File: src/sv/assert_macros.svh
// shared assertion helpers, clocked on clk and disabled while rst_n is low
`ifndef ASSERT_MACROS_SVH
`define ASSERT_MACROS_SVH

// same-cycle implication
`define CHK_NOW(lbl, ante, cons, msg) \
  lbl: assert property (@(posedge clk) disable iff (!rst_n) (ante) |-> (cons)) \
    else $error(msg);

// next-cycle implication
`define CHK_NEXT(lbl, ante, cons, msg) \
  lbl: assert property (@(posedge clk) disable iff (!rst_n) (ante) |=> (cons)) \
    else $error(msg);

`endif

File: src/sv/utf8s_pkg.sv
package utf8s_pkg;

  localparam int MAX_TOKENS = 4;
  localparam int TOK_CNT_W = 3;
  localparam int TOK_IDX_W = 2;
  localparam int CMD_FIFO_DEPTH_DEF = 2;

  localparam int PADDR_W = 3;
  localparam int PDATA_W = 32;
  localparam logic [PADDR_W-1:0] REG_STRIP_BOM_ADDR = 3'd0;

  localparam logic [7:0] BYTE_LF = 8'h0A;
  localparam logic [7:0] BYTE_CR = 8'h0D;
  localparam logic [7:0] REPL_B0 = 8'hEF;
  localparam logic [7:0] REPL_B1 = 8'hBF;
  localparam logic [7:0] REPL_B2 = 8'hBD;
  localparam logic [7:0] BOM_B0 = 8'hEF;
  localparam logic [7:0] BOM_B1 = 8'hBB;
  localparam logic [7:0] BOM_B2 = 8'hBF;

  localparam logic [20:0] CP_MAX = 21'h10FFFF;
  localparam logic [20:0] SURR_LO = 21'h00D800;
  localparam logic [20:0] SURR_HI = 21'h00DFFF;
  localparam logic [20:0] MIN_2B = 21'h000080;
  localparam logic [20:0] MIN_3B = 21'h000800;
  localparam logic [20:0] MIN_4B = 21'h010000;

  // one output token: a literal byte or a whole U+FFFD repair
  typedef struct packed {
    logic       is_repl;
    logic       is_lf;
    logic [7:0] data;
  } tok_t;

  // everything one input word produces
  typedef struct packed {
    tok_t [MAX_TOKENS-1:0]  toks;
    logic [TOK_CNT_W-1:0]   ntok;
  } cmd_t;

  localparam tok_t REPL_TOK = '{is_repl: 1'b1, is_lf: 1'b0, data: 8'h00};
  localparam tok_t LF_TOK   = '{is_repl: 1'b0, is_lf: 1'b1, data: BYTE_LF};

  // sequence length wanted by a lead byte, zero for a bad lead
  function automatic logic [2:0] want_len(input logic [7:0] lead);
    logic [2:0] len;
    if (lead[7:5] == 3'b110) len = 3'd2;
    else if (lead[7:4] == 4'b1110) len = 3'd3;
    else if (lead[7:3] == 5'b11110) len = 3'd4;
    else len = 3'd0;
    return len;
  endfunction

endpackage

File: src/sv/utf8s_front.sv
module utf8s_front (
  input  logic              clk,
  input  logic              rst_n,
  input  logic              accept_i,
  input  logic [7:0]        byte_i,
  input  logic              eos_i,
  input  logic              strip_bom_i,
  output logic              push_o,
  output utf8s_pkg::cmd_t   cmd_o
);
  import utf8s_pkg::*;

  logic [1:0] hc_r, hc_nxt;
  logic       cr_r, cr_nxt;
  logic       start_r, start_nxt;
  logic [7:0] held_r [3];
  logic [7:0] held_nxt [3];

  tok_t [MAX_TOKENS-1:0] toks;
  logic [TOK_CNT_W-1:0]  ntok;

  always_comb begin
    logic [2:0]  seq_len;
    logic [20:0] acc;
    logic [20:0] acc_min;
    logic        bad;
    logic        is_bom;
    logic        fresh;
    logic        skip;
    tok_t        lit;

    hc_nxt    = hc_r;
    cr_nxt    = cr_r;
    start_nxt = start_r;
    held_nxt  = held_r;
    toks      = '0;
    ntok      = '0;
    fresh     = 1'b0;
    skip      = 1'b0;
    seq_len   = {1'b0, hc_r} + 3'd1;
    acc       = '0;
    acc_min   = '0;
    bad       = 1'b0;
    is_bom    = 1'b0;
    lit       = '0;

    if (hc_r != 2'd0) begin
      if (byte_i[7:6] == 2'b10) begin
        if (seq_len >= want_len(held_r[0])) begin
          // sequence complete: decode and check the code point
          case (seq_len)
            3'd2: begin
              acc     = {10'd0, held_r[0][4:0], byte_i[5:0]};
              acc_min = MIN_2B;
            end
            3'd3: begin
              acc     = {5'd0, held_r[0][3:0], held_r[1][5:0], byte_i[5:0]};
              acc_min = MIN_3B;
            end
            default: begin
              acc     = {held_r[0][2:0], held_r[1][5:0], held_r[2][5:0], byte_i[5:0]};
              acc_min = MIN_4B;
            end
          endcase
          bad = (acc < acc_min) || (acc > CP_MAX) || ((acc >= SURR_LO) && (acc <= SURR_HI));
          is_bom = start_r && strip_bom_i && (seq_len == 3'd3) && (held_r[0] == BOM_B0)
                   && (held_r[1] == BOM_B1) && (byte_i == BOM_B2);
          if (bad) begin
            for (int k = 0; k < 4; k++) begin
              if (k < int'(seq_len)) begin
                toks[ntok[TOK_IDX_W-1:0]] = REPL_TOK;
                ntok = ntok + 3'd1;
              end
            end
          end else if (!is_bom) begin
            for (int k = 0; k < 3; k++) begin
              if (k < int'(hc_r)) begin
                lit = '{is_repl: 1'b0, is_lf: 1'b0, data: held_r[k]};
                toks[ntok[TOK_IDX_W-1:0]] = lit;
                ntok = ntok + 3'd1;
              end
            end
            lit = '{is_repl: 1'b0, is_lf: 1'b0, data: byte_i};
            toks[ntok[TOK_IDX_W-1:0]] = lit;
            ntok = ntok + 3'd1;
          end
          hc_nxt    = 2'd0;
          start_nxt = 1'b0;
        end else begin
          held_nxt[hc_r] = byte_i;
          hc_nxt         = hc_r + 2'd1;
        end
      end else begin
        // broken sequence: one repair per held byte, then rescan
        for (int k = 0; k < 3; k++) begin
          if (k < int'(hc_r)) begin
            toks[ntok[TOK_IDX_W-1:0]] = REPL_TOK;
            ntok = ntok + 3'd1;
          end
        end
        hc_nxt    = 2'd0;
        start_nxt = 1'b0;
        fresh     = 1'b1;
      end
    end else begin
      fresh = 1'b1;
    end

    if (fresh) begin
      if (cr_nxt) begin
        cr_nxt = 1'b0;
        toks[ntok[TOK_IDX_W-1:0]] = LF_TOK;
        ntok = ntok + 3'd1;
        skip = (byte_i == BYTE_LF);
      end
      if (!skip) begin
        if (byte_i == BYTE_CR) begin
          cr_nxt    = 1'b1;
          start_nxt = 1'b0;
        end else if (!byte_i[7]) begin
          lit = '{is_repl: 1'b0, is_lf: (byte_i == BYTE_LF), data: byte_i};
          toks[ntok[TOK_IDX_W-1:0]] = lit;
          ntok = ntok + 3'd1;
          start_nxt = 1'b0;
        end else if (want_len(byte_i) == 3'd0) begin
          toks[ntok[TOK_IDX_W-1:0]] = REPL_TOK;
          ntok = ntok + 3'd1;
          start_nxt = 1'b0;
        end else begin
          held_nxt[0] = byte_i;
          hc_nxt      = 2'd1;
        end
      end
    end

    if (eos_i) begin
      // flush a cut-off sequence and a waiting carriage return
      for (int k = 0; k < 3; k++) begin
        if (k < int'(hc_nxt)) begin
          toks[ntok[TOK_IDX_W-1:0]] = REPL_TOK;
          ntok = ntok + 3'd1;
        end
      end
      if (cr_nxt) begin
        toks[ntok[TOK_IDX_W-1:0]] = LF_TOK;
        ntok = ntok + 3'd1;
      end
      hc_nxt    = 2'd0;
      cr_nxt    = 1'b0;
      start_nxt = 1'b1;
    end
  end

  assign cmd_o.toks = toks;
  assign cmd_o.ntok = ntok;
  assign push_o     = accept_i && (ntok != '0);

  always_ff @(posedge clk) begin
    if (!rst_n) begin
      hc_r    <= 2'd0;
      cr_r    <= 1'b0;
      start_r <= 1'b1;
    end else if (accept_i) begin
      hc_r    <= hc_nxt;
      cr_r    <= cr_nxt;
      start_r <= start_nxt;
    end
  end

  always_ff @(posedge clk) begin
    if (accept_i) begin
      held_r <= held_nxt;
    end
  end

endmodule

File: src/sv/utf8s_cmd_fifo.sv
`include "assert_macros.svh"

module utf8s_cmd_fifo #(
  parameter int DEPTH = utf8s_pkg::CMD_FIFO_DEPTH_DEF
) (
  input  logic              clk,
  input  logic              rst_n,
  input  logic              wr_i,
  input  utf8s_pkg::cmd_t   wr_data_i,
  input  logic              rd_i,
  output utf8s_pkg::cmd_t   rd_data_o,
  output logic              empty_o,
  output logic              full_o
);
  import utf8s_pkg::*;

  localparam int PTR_W = (DEPTH > 1) ? $clog2(DEPTH) : 1;
  localparam int CNT_W = $clog2(DEPTH + 1);
  localparam logic [PTR_W-1:0] LAST_PTR = PTR_W'(DEPTH - 1);
  localparam logic [CNT_W-1:0] FULL_CNT = CNT_W'(DEPTH);

  cmd_t             slot_r [DEPTH];
  logic [PTR_W-1:0] wp_r, rp_r;
  logic [CNT_W-1:0] cnt_r;

  assign empty_o   = (cnt_r == '0);
  assign full_o    = (cnt_r == FULL_CNT);
  assign rd_data_o = slot_r[rp_r];

  always_ff @(posedge clk) begin
    if (wr_i) begin
      slot_r[wp_r] <= wr_data_i;
    end
  end

  always_ff @(posedge clk) begin
    if (!rst_n) begin
      wp_r  <= '0;
      rp_r  <= '0;
      cnt_r <= '0;
    end else begin
      if (wr_i) begin
        wp_r <= (wp_r == LAST_PTR) ? '0 : wp_r + PTR_W'(1);
      end
      if (rd_i) begin
        rp_r <= (rp_r == LAST_PTR) ? '0 : rp_r + PTR_W'(1);
      end
      if (wr_i && !rd_i) begin
        cnt_r <= cnt_r + CNT_W'(1);
      end else if (rd_i && !wr_i) begin
        cnt_r <= cnt_r - CNT_W'(1);
      end
    end
  end

  `CHK_NOW(a_no_overflow, wr_i, !full_o, "command queue written while full")
  `CHK_NOW(a_no_underflow, rd_i, !empty_o, "command queue read while empty")
  `CHK_NEXT(a_cnt_up, wr_i && !rd_i, cnt_r == $past(cnt_r) + CNT_W'(1), "queue count lost a word")

endmodule

File: src/sv/utf8s_back.sv
`include "assert_macros.svh"

module utf8s_back (
  input  logic              clk,
  input  logic              rst_n,
  input  logic              cmd_avail_i,
  input  utf8s_pkg::cmd_t   cmd_i,
  output logic              cmd_take_o,
  input  logic              pop_i,
  output logic              empty_o,
  output logic [7:0]        byte_o,
  output logic              last_o,
  output logic              repl_o,
  output logic              lf_o
);
  import utf8s_pkg::*;

  cmd_t                 cur_r;
  logic                 busy_r;
  logic [TOK_IDX_W-1:0] tix_r;
  logic [1:0]           sub_r;

  tok_t tok;
  logic tok_last;
  logic run_last;
  logic take;

  assign tok      = cur_r.toks[tix_r];
  assign tok_last = !tok.is_repl || (sub_r == 2'd2);
  assign run_last = tok_last && (({1'b0, tix_r} + 3'd1) == cur_r.ntok);
  assign take     = cmd_avail_i && (!busy_r || (pop_i && run_last));

  always_comb begin
    if (tok.is_repl) begin
      case (sub_r)
        2'd0:    byte_o = REPL_B0;
        2'd1:    byte_o = REPL_B1;
        default: byte_o = REPL_B2;
      endcase
    end else begin
      byte_o = tok.data;
    end
  end

  assign empty_o    = !busy_r;
  assign last_o     = run_last;
  assign repl_o     = tok.is_repl;
  assign lf_o       = tok.is_lf;
  assign cmd_take_o = take;

  always_ff @(posedge clk) begin
    if (take) begin
      cur_r <= cmd_i;
    end
  end

  always_ff @(posedge clk) begin
    if (!rst_n) begin
      busy_r <= 1'b0;
      tix_r  <= '0;
      sub_r  <= 2'd0;
    end else if (take) begin
      busy_r <= 1'b1;
      tix_r  <= '0;
      sub_r  <= 2'd0;
    end else if (pop_i && busy_r) begin
      if (run_last) begin
        busy_r <= 1'b0;
      end else if (tok_last) begin
        tix_r <= tix_r + TOK_IDX_W'(1);
        sub_r <= 2'd0;
      end else begin
        sub_r <= sub_r + 2'd1;
      end
    end
  end

  `CHK_NOW(a_tix_in_run, busy_r, ({1'b0, tix_r} < cur_r.ntok), "token index beyond run")
  `CHK_NOW(a_sub_only_repl, busy_r && (sub_r != 2'd0), tok.is_repl, "sub-byte on a literal")
  `CHK_NEXT(a_run_holds, pop_i && busy_r && !run_last, busy_r, "run dropped before its end")

endmodule

File: src/sv/utf8_sanitize_newline_normalize_core.sv
// channel   | handshake            | payload
// ----------+----------------------+---------------------------------------------
// input     | push / full          | in_byte, in_end_of_stream
// result    | pop / empty          | out_byte, out_last_of_run, out_is_replacement,
//           |                      | out_is_line_end
// config    | psel/penable/pwrite  | paddr, pwdata, prdata (pready tied high)
//
// one raw word is taken per cycle while the command queue has room; each word
// turns into a command of up to four tokens in the same cycle
// the back end sends one result word per cycle while pop is asserted, so a word with
// k result bytes holds it until all k are popped (up to 12 on a burst of repairs)
// full rises once CMD_FIFO_DEPTH commands wait behind a stalled result side
// rst_n is synchronous: decoder state, queue and output run clear, and
// byte order mark stripping comes up enabled
module utf8_sanitize_newline_normalize_core #(
  parameter int CMD_FIFO_DEPTH = utf8s_pkg::CMD_FIFO_DEPTH_DEF
) (
  input  logic                          clk,
  input  logic                          rst_n,
  // input word channel
  input  logic                          push,
  output logic                          full,
  input  logic [7:0]                    in_byte,
  input  logic                          in_end_of_stream,
  // result word channel
  output logic                          empty,
  input  logic                          pop,
  output logic [7:0]                    out_byte,
  output logic                          out_last_of_run,
  output logic                          out_is_replacement,
  output logic                          out_is_line_end,
  // register port
  input  logic                          psel,
  input  logic                          penable,
  input  logic                          pwrite,
  input  logic [utf8s_pkg::PADDR_W-1:0] paddr,
  input  logic [utf8s_pkg::PDATA_W-1:0] pwdata,
  output logic [utf8s_pkg::PDATA_W-1:0] prdata,
  output logic                          pready
);
  import utf8s_pkg::*;

  logic strip_bom_r;
  logic accept;
  logic fe_push;
  cmd_t fe_cmd;
  cmd_t q_cmd;
  logic q_empty;
  logic q_full;
  logic be_take;

  // register port: no wait states, only the strip flag is defined
  assign pready = 1'b1;
  assign prdata = (paddr == REG_STRIP_BOM_ADDR) ? {{(PDATA_W-1){1'b0}}, strip_bom_r} : '0;

  always_ff @(posedge clk) begin
    if (!rst_n) begin
      strip_bom_r <= 1'b1;
    end else if (psel && penable && pwrite && (paddr == REG_STRIP_BOM_ADDR)) begin
      strip_bom_r <= pwdata[0];
    end
  end

  // a word is taken whenever the queue can hold what it might produce
  assign full   = q_full;
  assign accept = push && !q_full;

  // front end: decoder state, line-ending fold, byte order mark strip, repair decisions
  utf8s_front u_front (
    .clk         (clk),
    .rst_n       (rst_n),
    .accept_i    (accept),
    .byte_i      (in_byte),
    .eos_i       (in_end_of_stream),
    .strip_bom_i (strip_bom_r),
    .push_o      (fe_push),
    .cmd_o       (fe_cmd)
  );

  // short command queue decouples the two sides
  utf8s_cmd_fifo #(
    .DEPTH (CMD_FIFO_DEPTH)
  ) u_fifo (
    .clk       (clk),
    .rst_n     (rst_n),
    .wr_i      (fe_push),
    .wr_data_i (fe_cmd),
    .rd_i      (be_take),
    .rd_data_o (q_cmd),
    .empty_o   (q_empty),
    .full_o    (q_full)
  );

  // back end: expands tokens into result words, repairs into three bytes
  utf8s_back u_back (
    .clk         (clk),
    .rst_n       (rst_n),
    .cmd_avail_i (!q_empty),
    .cmd_i       (q_cmd),
    .cmd_take_o  (be_take),
    .pop_i       (pop),
    .empty_o     (empty),
    .byte_o      (out_byte),
    .last_o      (out_last_of_run),
    .repl_o      (out_is_replacement),
    .lf_o        (out_is_line_end)
  );

endmodule
File: config.mk
export PLATFORM = sky130hd
export DESIGN_NAME = utf8_sanitize_newline_normalize_core
export DESIGN_NICKNAME = d
export VERILOG_FILES = /design/src/sv/utf8s_pkg.sv /design/src/sv/utf8s_front.sv /design/src/sv/utf8s_cmd_fifo.sv /design/src/sv/utf8s_back.sv /design/src/sv/utf8_sanitize_newline_normalize_core.sv
export VERILOG_INCLUDE_DIRS = /design/src /design/src/sv
export SDC_FILE = /design/constraint.sdc
export NUM_CORES = 1
export LEC_CHECK = 0
export BUFFER_PORTS_ARGS = -buffer_cell sky130_fd_sc_hd__buf_2
export CORE_UTILIZATION = 54
export DETAILED_ROUTE_END_ITERATION = 10
export GPL_ROUTABILITY_DRIVEN = 0
export PLACE_DENSITY_LB_ADDON = 0.05
export SYNTH_ARGS = -nofsm -noshare
export SYNTH_HDL_FRONTEND = slang
export SYNTH_HIERARCHICAL = 1
export SYNTH_SLANG_ARGS = --single-unit
File: constraint.sdc
create_clock -name clk -period 9.9 [get_ports clk]
set_input_delay 1.98 -clock clk [delete_from_list [all_inputs] [get_ports clk]]
set_output_delay 1.98 -clock clk [all_outputs]
set_load 0.005 [all_outputs]
==> results.rst <==
.. list-table::
   :header-rows: 1

   * - Metric
     - Value
   * - Starting utilization of the core area
     - 55.0%
   * - Source of the critical timing path
     - in_byte[7]
   * - Number of setup buffers added after CTS
     - 0
   * - Number of top-level pins
     - 97
   * - Data arrival time of the critical path
     - 9.22 ns
   * - Most used routing layer in global routing
     - met2
   * - Startpoint of the worst hold path
     - u_front/start_r$_SDFFE_PN1P_
   * - Worst Hold Endpoint
     - u_front/start_r$_SDFFE_PN1P_
   * - Static Leakage
     - 3.78 nW
   * - Post_cts resized
     - 0
   * - Mean area per synthesized cell
     - 11.9 um2
   * - DIE HEIGHT
     - 135 um
   * - Run status
     - complete, no violations
   * - Post-synthesis instance area
     - 0.00948 mm2
   * - Power density over the cells
     - 207 mW/mm2
   * - Maximum operating frequency
     - 0.110 GHz
   * - R2R setup slack
     - 0.93 ns
   * - Synthesis-to-finish area growth
     - 7.65%
   * - GR Util met3
     - 4.69%
   * - Fin Clk Skew
     - 0.0123 ns
   * - Top fanout value on the critical path
     - 25
   * - Count of max-cap constraint violations
     - 0
   * - Area of the multi-input gates
     - 0.00409 mm2
   * - Largest area contributor in the netlist
     - edfxtp_1
   * - Clk slew on worst S/H paths
     - 0.07 ns
   * - Violation count after the first detailed-route iteration
     - 562
   * - Overflow left after global routing
     - 0
   * - RSZ-0062 raised after global routing
     - false
   * - Most used cell, CP
     - ha_1
   * - Worst setup SP type
     - input port
   * - Top cells by instance count after synthesis
     - edfxtp_1 (153), nand2_1 (83), mux2_2 (43), nor2_1 (41)
   * - CP Class
     - input port to register
   * - Fraction of the yosys area taken by sequential cells
     - 51.6%
   * - Leading post-synthesis cells by cell area
     - edfxtp_1 (48%), ha_1 (5.3%), mux2_2 (5.1%), nand2_1 (3.3%), dfxtp_1 (3.2%)
   * - Residual DRC count
     - 0
   * - Ratio of cells with drive above 1 in the final layout
     - 20.9%
   * - Via count of the first global-routing pass
     - 6012
   * - Final layout net count
     - 912
   * - Number of rows in the core area
     - 48
   * - Slew @ Worst Pin
     - 1.09 ns
   * - Drt wl/cell
     - 19.9 um
   * - Area of the die
     - 0.0181 mm2
   * - Tot GR Track Use
     - 24.4%
   * - Met1 track demand over resource in global routing
     - 33.9%
   * - Smallest hold slack
     - 0.509 ns
   * - Total setup violations reported at the end of the flow
     - 0
   * - Dpl hpwl
     - 15.0 mm
   * - Max Slew Vio Count
     - 0
   * - Met2 capacity usage during global routing
     - 38.1%
   * - Count of buffers inserted at the top-level ports
     - 33
   * - Number of hold violations in the final report
     - 0
   * - Type of element capturing the critical path
     - register
   * - Count of hold buffers inserted by post-cts repair
     - 0
   * - Number of antenna-violating nets in the routed design
     - 0
   * - Setup TNS
     - 0 ns
   * - Number of different library cells in the post-synthesis netlist
     - 93
   * - Hold crit path type
     - register to register
   * - Crit-path slowest cell
     - or4_4
   * - Cells on Worst Hold Path
     - 2
   * - Latest clock arrival within the worst-skew pair
     - 0.43 ns
   * - Leading register cell type out of synthesis
     - edfxtp_1
   * - Router iterations before antenna repair
     - 6
   * - Asr flop ratio synth
     - 0%
   * - Library cell with the highest instance count after synthesis
     - edfxtp_1
   * - Register area
     - 0.00490 mm2
   * - Flip-flop and latch count after synthesis
     - 168
   * - Clock tree from TritonCTS
     - done
   * - Count of flip-flops with a built-in enable after synthesis
     - 153
   * - Number of buffers between clock root and the deepest sink
     - 2
   * - Die span in x
     - 135 um
   * - Floorplan Core Area
     - 0.0172 mm2
   * - Synth warnings
     - 6
   * - Antenna diodes
     - 0
   * - Antenna violations before repair
     - 0
   * - Reg-to-Reg End
     - u_fifo/slot_r[1][28]$_DFFE_PP_
   * - Data required time at the worst endpoint
     - 10.03 ns
   * - Share of the synthesized area in the top cell type
     - 48.4%
   * - Relative max-transition margin
     - 27.5%
   * - First-pass GRT wire length
     - 33.1 mm
   * - Peak supply drop
     - 0.127 mV
   * - Number of CTS-inserted buffers
     - 17
   * - Via density
     - 6.03
   * - Sinks on the clock net
     - 168
   * - Time the worst path needs with I/O delays and setup
     - 9.09 ns
   * - Cell count after synthesis
     - 797
   * - Start of the worst register-to-register path
     - u_front/hc_r[0]$_SDFFE_PN0P_
   * - Maximum number of pins on one net before global-route repair
     - 45
   * - Clock Tree Root
     - clkbuf_16
   * - Vias
     - 6389
   * - Number of cells traversed by the worst register-to-register path
     - 34
   * - Count of filler cells inserted in the layout
     - 1464
   * - CTS H-Tree Depth
     - 4
   * - Delay of the slowest critical-path stage
     - 0.57 ns
   * - Wire length reported by the detailed router
     - 21.1 mm
   * - Share of the cycle needed by the critical path after routing
     - 91.8%
[worst max-delay path: cells and delay by family]
kind            cells  cell delay, ns
compound gates      6            1.90
fa+ha+maj           6            1.76
buf+inv             5            0.76
mux                 1            0.20
simple gates       13            2.57
[per-stage QoR]
| stage | utilization, % | power, mW | instance area [um2] | instances | worst slack (ns) |
|---|---|---|---|---|---|
| floorplan | - | 1.38 | 9600 | 827 | 0.669 |
| global placement | 56.0 | 1.49 | 9650 | 1027 | 0.600 |
| detailed placement | 56.0 | 1.51 | 9650 | 1027 | 0.479 |
| CTS | 59.2 | 2.13 | 10200 | 1059 | 0.913 |
| global route | 59.2 | 2.21 | 10200 | 1059 | 0.368 |
| finish | 59.2 | 2.11 | 10200 | 1059 | 0.808 |
[cells in the final DEF (no fill, tap or decap), types with 5 or more instances in the layout]
cell       netlist  final
a21oi_1         40     40
a22oi_1         19     19
a31oi_1         13     13
and2_1          18     17
buf_2            6     33
buf_4           39      7
clkbuf_16        0     17
conb_1           2     32
dfxtp_1         15     14
edfxtp_1       153    153
ha_1            40     40
inv_1           31     31
mux2_2          43     43
mux4_2           9      9
nand2_1         83     83
nand3_1         19     19
nand4_1          5      5
nor2_1          41     40
nor2b_1         10      9
nor3_1          10     10
nor4_1           7      7
o211ai_1         5      5
o21a_1           6      6
o21ai_0         24     24
o22ai_1          7      7
o31ai_1          7      7
or2_1            5      5
xnor2_1          9      9
xor2_1           7      7
[kinds of logic (layout without fill, tap and decap cells)]
| logic type | Yosys count | count (layout) | synth area share (%) |
|---|---|---|---|
| simple gates | 244 | 244 | 13.8 |
| flops | 168 | 168 | 51.6 |
| compound gates | 165 | 165 | 12.4 |
| buf+inv | 100 | 107 | 6.66 |
| mux | 60 | 60 | 8.30 |
| fa+ha+maj | 40 | 40 | 5.28 |
| xor+xnor | 18 | 18 | 1.82 |
| other cells | 2 | 32 | 0.0792 |
[worst max path at each step]
stage | depth (start not counted) | slack, ns | to
finish | 31 | 0.81 | u_fifo/slot_r[1][28]$_DFFE_PP_
global route | 34 | 0.37 | u_fifo/slot_r[1][34]$_DFFE_PP_
CTS | 31 | 0.91 | u_fifo/slot_r[1][38]$_DFFE_PP_
detailed placement | 31 | 0.48 | u_fifo/slot_r[1][3]$_DFFE_PP_
global placement | 31 | 0.60 | u_fifo/slot_r[1][3]$_DFFE_PP_
floorplan | 30 | 0.67 | u_fifo/slot_r[0][0]$_DFFE_PP_
[power breakdown]
part	leakage [nW]	total [mW]	switching (mW)	internal [mW]
sequential	1.57	1.04	0.0824	0.953
clock	0.265	0.625	0.294	0.331
combinational	1.94	0.453	0.247	0.206
total	3.78	2.11	0.624	1.49
[per-layer routing]
| layer | wire length [um] | vias up |
|---|---|---|
| met5 | 0 | - |
| met3 | 1230 | 41 |
| met1 | 9500 | 3135 |
| met4 | 550 | 0 |
| met2 | 9810 | 251 |
| li1 | - | 2962 |
[area by class of cell]
cell class	count	area share, %
sequential	168	48.0
timing repair buffer	42	2.52
clock inverter	15	1.35
inverter	33	1.23
multi-input combinational	559	40.0
tap	225	2.76
clock buffer	17	4.17
No activity file was read; power rests on OpenSTA's default activity.
